==> src/rtl/dct8_pkg.sv <==
package dct8_pkg;

    // default sample width and fixed result width
    localparam int DCT8_SAMPLE_WIDTH = 16;
    localparam int COEF_WIDTH        = 20;

    // guard bits over the sample width for sums and rotations
    localparam int GROWTH_BITS = 4;

    // q1.15 constants
    localparam int K_WIDTH   = 16;
    localparam int FRAC_BITS = 15;

    localparam logic signed [K_WIDTH-1:0] K_SQRT_HALF = 16'sd23170;
    localparam logic signed [K_WIDTH-1:0] K_COS_1     = 16'sd32138;
    localparam logic signed [K_WIDTH-1:0] K_SIN_1     = 16'sd6393;
    localparam logic signed [K_WIDTH-1:0] K_COS_3     = 16'sd27246;
    localparam logic signed [K_WIDTH-1:0] K_SIN_3     = 16'sd18205;
    localparam logic signed [K_WIDTH-1:0] K_COS_6     = 16'sd12540;
    localparam logic signed [K_WIDTH-1:0] K_SIN_6     = 16'sd30274;

    // pipeline depth, output register included
    localparam int NUM_STAGES = 6;

    // multiplier slots: odd rotations, even rotation, scaling
    localparam int NUM_MULS = 15;

    localparam logic signed [K_WIDTH-1:0] MUL_COEF [NUM_MULS] = '{
        K_COS_3, K_SIN_3, K_COS_3, K_SIN_3,
        K_COS_1, K_SIN_1, K_COS_1, K_SIN_1,
        K_COS_6, K_SIN_6, K_COS_6, K_SIN_6,
        K_SQRT_HALF, K_SQRT_HALF, K_SQRT_HALF
    };

endpackage

==> src/rtl/dct8_qmul.sv <==
// constant multiply in q1.15, rounded to nearest with halves toward +inf
module dct8_qmul
    import dct8_pkg::*;
#(
    parameter int                         WIDTH = DCT8_SAMPLE_WIDTH + GROWTH_BITS,
    parameter logic signed [K_WIDTH-1:0]  COEF  = K_SQRT_HALF
)
(
    input  logic signed [WIDTH-1:0] a,
    output logic signed [WIDTH-1:0] p
);
    localparam int PW = WIDTH + K_WIDTH;
    localparam logic signed [PW-1:0] HALF = PW'(1) <<< (FRAC_BITS - 1);

    logic signed [PW-1:0] prod;
    logic signed [PW-1:0] rnd;

    // full product, add half, floor by dropping the fraction
    assign prod = PW'(a) * PW'(COEF);
    assign rnd  = prod + HALF;
    assign p    = rnd[WIDTH+FRAC_BITS-1:FRAC_BITS];
endmodule

==> config.mk <==
export PLATFORM = sky130hd
export DESIGN_NAME = dct8_qmul
export DESIGN_NICKNAME = d
export VERILOG_FILES = /design/src/rtl/dct8_pkg.sv /design/src/rtl/dct8_qmul.sv
export SDC_FILE = /design/constraint.sdc
export NUM_CORES = 1
export LEC_CHECK = 0
export ABC_AREA = 1
export BUFFER_PORTS_ARGS = -buffer_cell sky130_fd_sc_hd__buf_2
export CAP_MARGIN = 25
export CELL_PAD_IN_SITES_DETAIL_PLACEMENT = 1
export CELL_PAD_IN_SITES_GLOBAL_PLACEMENT = 1
export CORE_MARGIN = 5
export CORE_UTILIZATION = 48
export DETAILED_ROUTE_END_ITERATION = 8
export PLACE_DENSITY_LB_ADDON = 0.1
export SLEW_MARGIN = 5
export SYNTH_ARGS = -nofsm -noshare
export SYNTH_HDL_FRONTEND = slang
export SYNTH_SLANG_ARGS = --single-unit
==> constraint.sdc <==
create_clock -name vclk -period 8.6
set_input_delay 1.72 -clock vclk [all_inputs]
set_output_delay 1.72 -clock vclk [all_outputs]
set_load 0.1 [all_outputs]
==> flow_summary.yaml <==
global_routing:
  grt_pass1_wl_um: 28400
  use_met2_pct: 46.5
  met3_use_gr_pct: 0.566
  grt_start_max_net_pins: 17
  grt_antenna_before_repair: 0
  global_route_met1_usage_pct: 30.3
  overflow: 0
  busiest_layer: "met2"
  grt_pass1_vias: 5865
  globalRouteTotalUtil_pct: 24.2
critical_path:
  path_class: "in2out"
  cp.arrival_ns: 6.87
  crit_start: "a[15]"
  setup_crit_end_kind: "output pin"
  worstPathMaxFanout: 6
  worst_ep_required_time_ns: 6.88
  worst_setup_path_start_kind: "primary input"
drt:
  drt-initial-drc-count: 222
  totalWireLength_um: 20200
  firstDrtPassIters: 5
  via_per_inst: 5.44
  drt_drc_violations_left: 0
  num_vias: 5377
  postRouteAntennaNets: 0
  drt-wirelength-per-cell_um: 20.5
cells_and_area:
  antenna_cells_inserted: 0
  final_core_util_pct: 60.9
  n_clock_buffer: 0
  area_delta_synth_final_pct: 25.4
  multi_input_comb_area_um2: 5710
  ff_latch_area_um2: 0
  flops_and_latches: 0
  num-fill-cells: 1430
  final_layout_size_suffix_gt1_share_pct: 24.0
  final_net_count: 1079
timing:
  fmax_mhz: 116
  final-max-slew-violation-count: 0
  relSlewSlack_pct: 67.7
  period_share_pct: 99.9
  clock_period_minus_final_worst_setup_slack_ns: 8.59
  timing.final.hold_violations: 0
  setup_violations: 0
  tightest_slew_ns: 0.488
place:
  io_buffer_count: 40
  dpl.hpwl_um: 15200
  routabilityCongestion: 0.900
yosys:
  synthesis.area_per_instance_um2: 7.43
  ys_warn_count: 0
  synthCells: 778
  syn_area_um2: 5780
  synth.top_cells.by_area: "ha_1 (31%), fa_1 (26%), nand2_1 (12%), inv_1 (12%), nand3_1 (3.5%)"
  ys_seq_area_share_pct: 0
  number_of_distinct_library_cells_after_synthesis: 25
  yosysTopAreaCell: "ha_1"
  synth.top_cell.area_share_pct: 30.5
  mappedNetlistNets: 1014
die:
  core.rowCount: 40
  die_height_um: 120
  floorplan.core_area_um2: 11900
  fp.dieW_um: 120
  design.die.area_um2: 14300
  floorplan.initialDensity_pct: 48.6
  io_pins: 40
clock_network:
  cts-hold-fix-buffers: 0
hold_path:
  worstHoldPathType: "in2out"
  holdCritStartpoint: "a[19]"
outcome:
  status: "finished clean"
job:
  timing.max_cap.violations: 0
## routing by layer
layer	wire length, um	part of all wire [%]
met5	0	0
met4	596	2.9
met3	460	2.3
met2	11000	54
met1	8180	40
## synth_stat cells, drive strengths merged, types with 5 or more instances
cell type  number
a21oi          18
fa             75
ha            141
inv           193
nand2         194
nand3          43
nand3b          6
nand4          12
nor2           62
nor3            7
o21bai          7
xnor2           5
xor2           12
## timing repair
| action | in CTS | in global routing |
|---|---|---|
| endpoints found under the setup margin | 10 | 14 |
| pin swaps | 1 | 39 |
| endpoints found under the hold margin | 0 | 0 |
| buffers inserted | 0 | 13 |
| resized for setup | 9 | 93 |
## worst max-delay path: stages
cell and delay, ns:
buf_2 0.17, ha_1 0.30, inv_1 0.05, fa_1 0.50, inv_1 0.06, fa_1 0.55, fa_1 0.49, fa_1 0.60
ha_4 0.22, ha_4 0.30, nand2_1 0.10, nor2_2 0.19, inv_1 0.10, nor2_4 0.15, nand4_1 0.22, nand4_1 0.16
nand2_2 0.11, nor2_2 0.16, nand3_1 0.15, nor2_4 0.16, xor2_2 0.19, buf_12 0.20
## cells by family (layout without fill, tap and decap cells)
kind of cell / count (synthesis) / count (layout) / synth area share, %
buffers and inverters: 194 / 257 / 12.6
adder cells (fa/ha/maj): 216 / 216 / 56.5
XOR/XNOR: 17 / 17 / 2.70
AO/OA/AOI/OAI: 27 / 27 / 2.75
AND/OR/NAND/NOR: 324 / 324 / 25.5
## cell usage in the layout (no fill, tap or decap), drive strengths merged
cell,instances
a21o,1
a21oi,18
buf,63
clkinv,1
fa,75
ha,141
inv,193
nand2,194
nand3,43
nand3b,6
nand4,12
nor2,62
nor3,7
o21ai,1
o21bai,7
xnor2,5
xor2,12
## final cells by class
cell class         instances  area share (%)
well taps                147            2.54
multi-input cells        584            78.7
inverters                194            10.1
repair buffers            63            8.66
## final timing paths
path,endpoint,slack [ns],depth (start not counted)
setup / recovery,p[15],0.009,22
hold / removal,p[19],4.59,9
## per-stage QoR
stage / instances / setup WS, ns / area (um2) / setup TNS (ns) / hold slack (ns)
6_report: 988 / 0.00879 / 7250 / 0 / 4.59
5_1_grt: 988 / -0.150 / 7250 / -1.15 / 4.66
4_1_cts: 975 / 0.00289 / 6640 / 0 / 4.58
3_5_place_dp: 975 / -0.0462 / 6590 / -0.253 / 4.58
3_3_place_gp: 975 / 0.0165 / 6590 / 0 / 4.54
2_1_floorplan: 778 / -0.0239 / 5870 / -0.0432 / 4.28
Power is not shown: default switching activity piles up to over one toggle a cycle in this logic, so the estimate is an artifact.
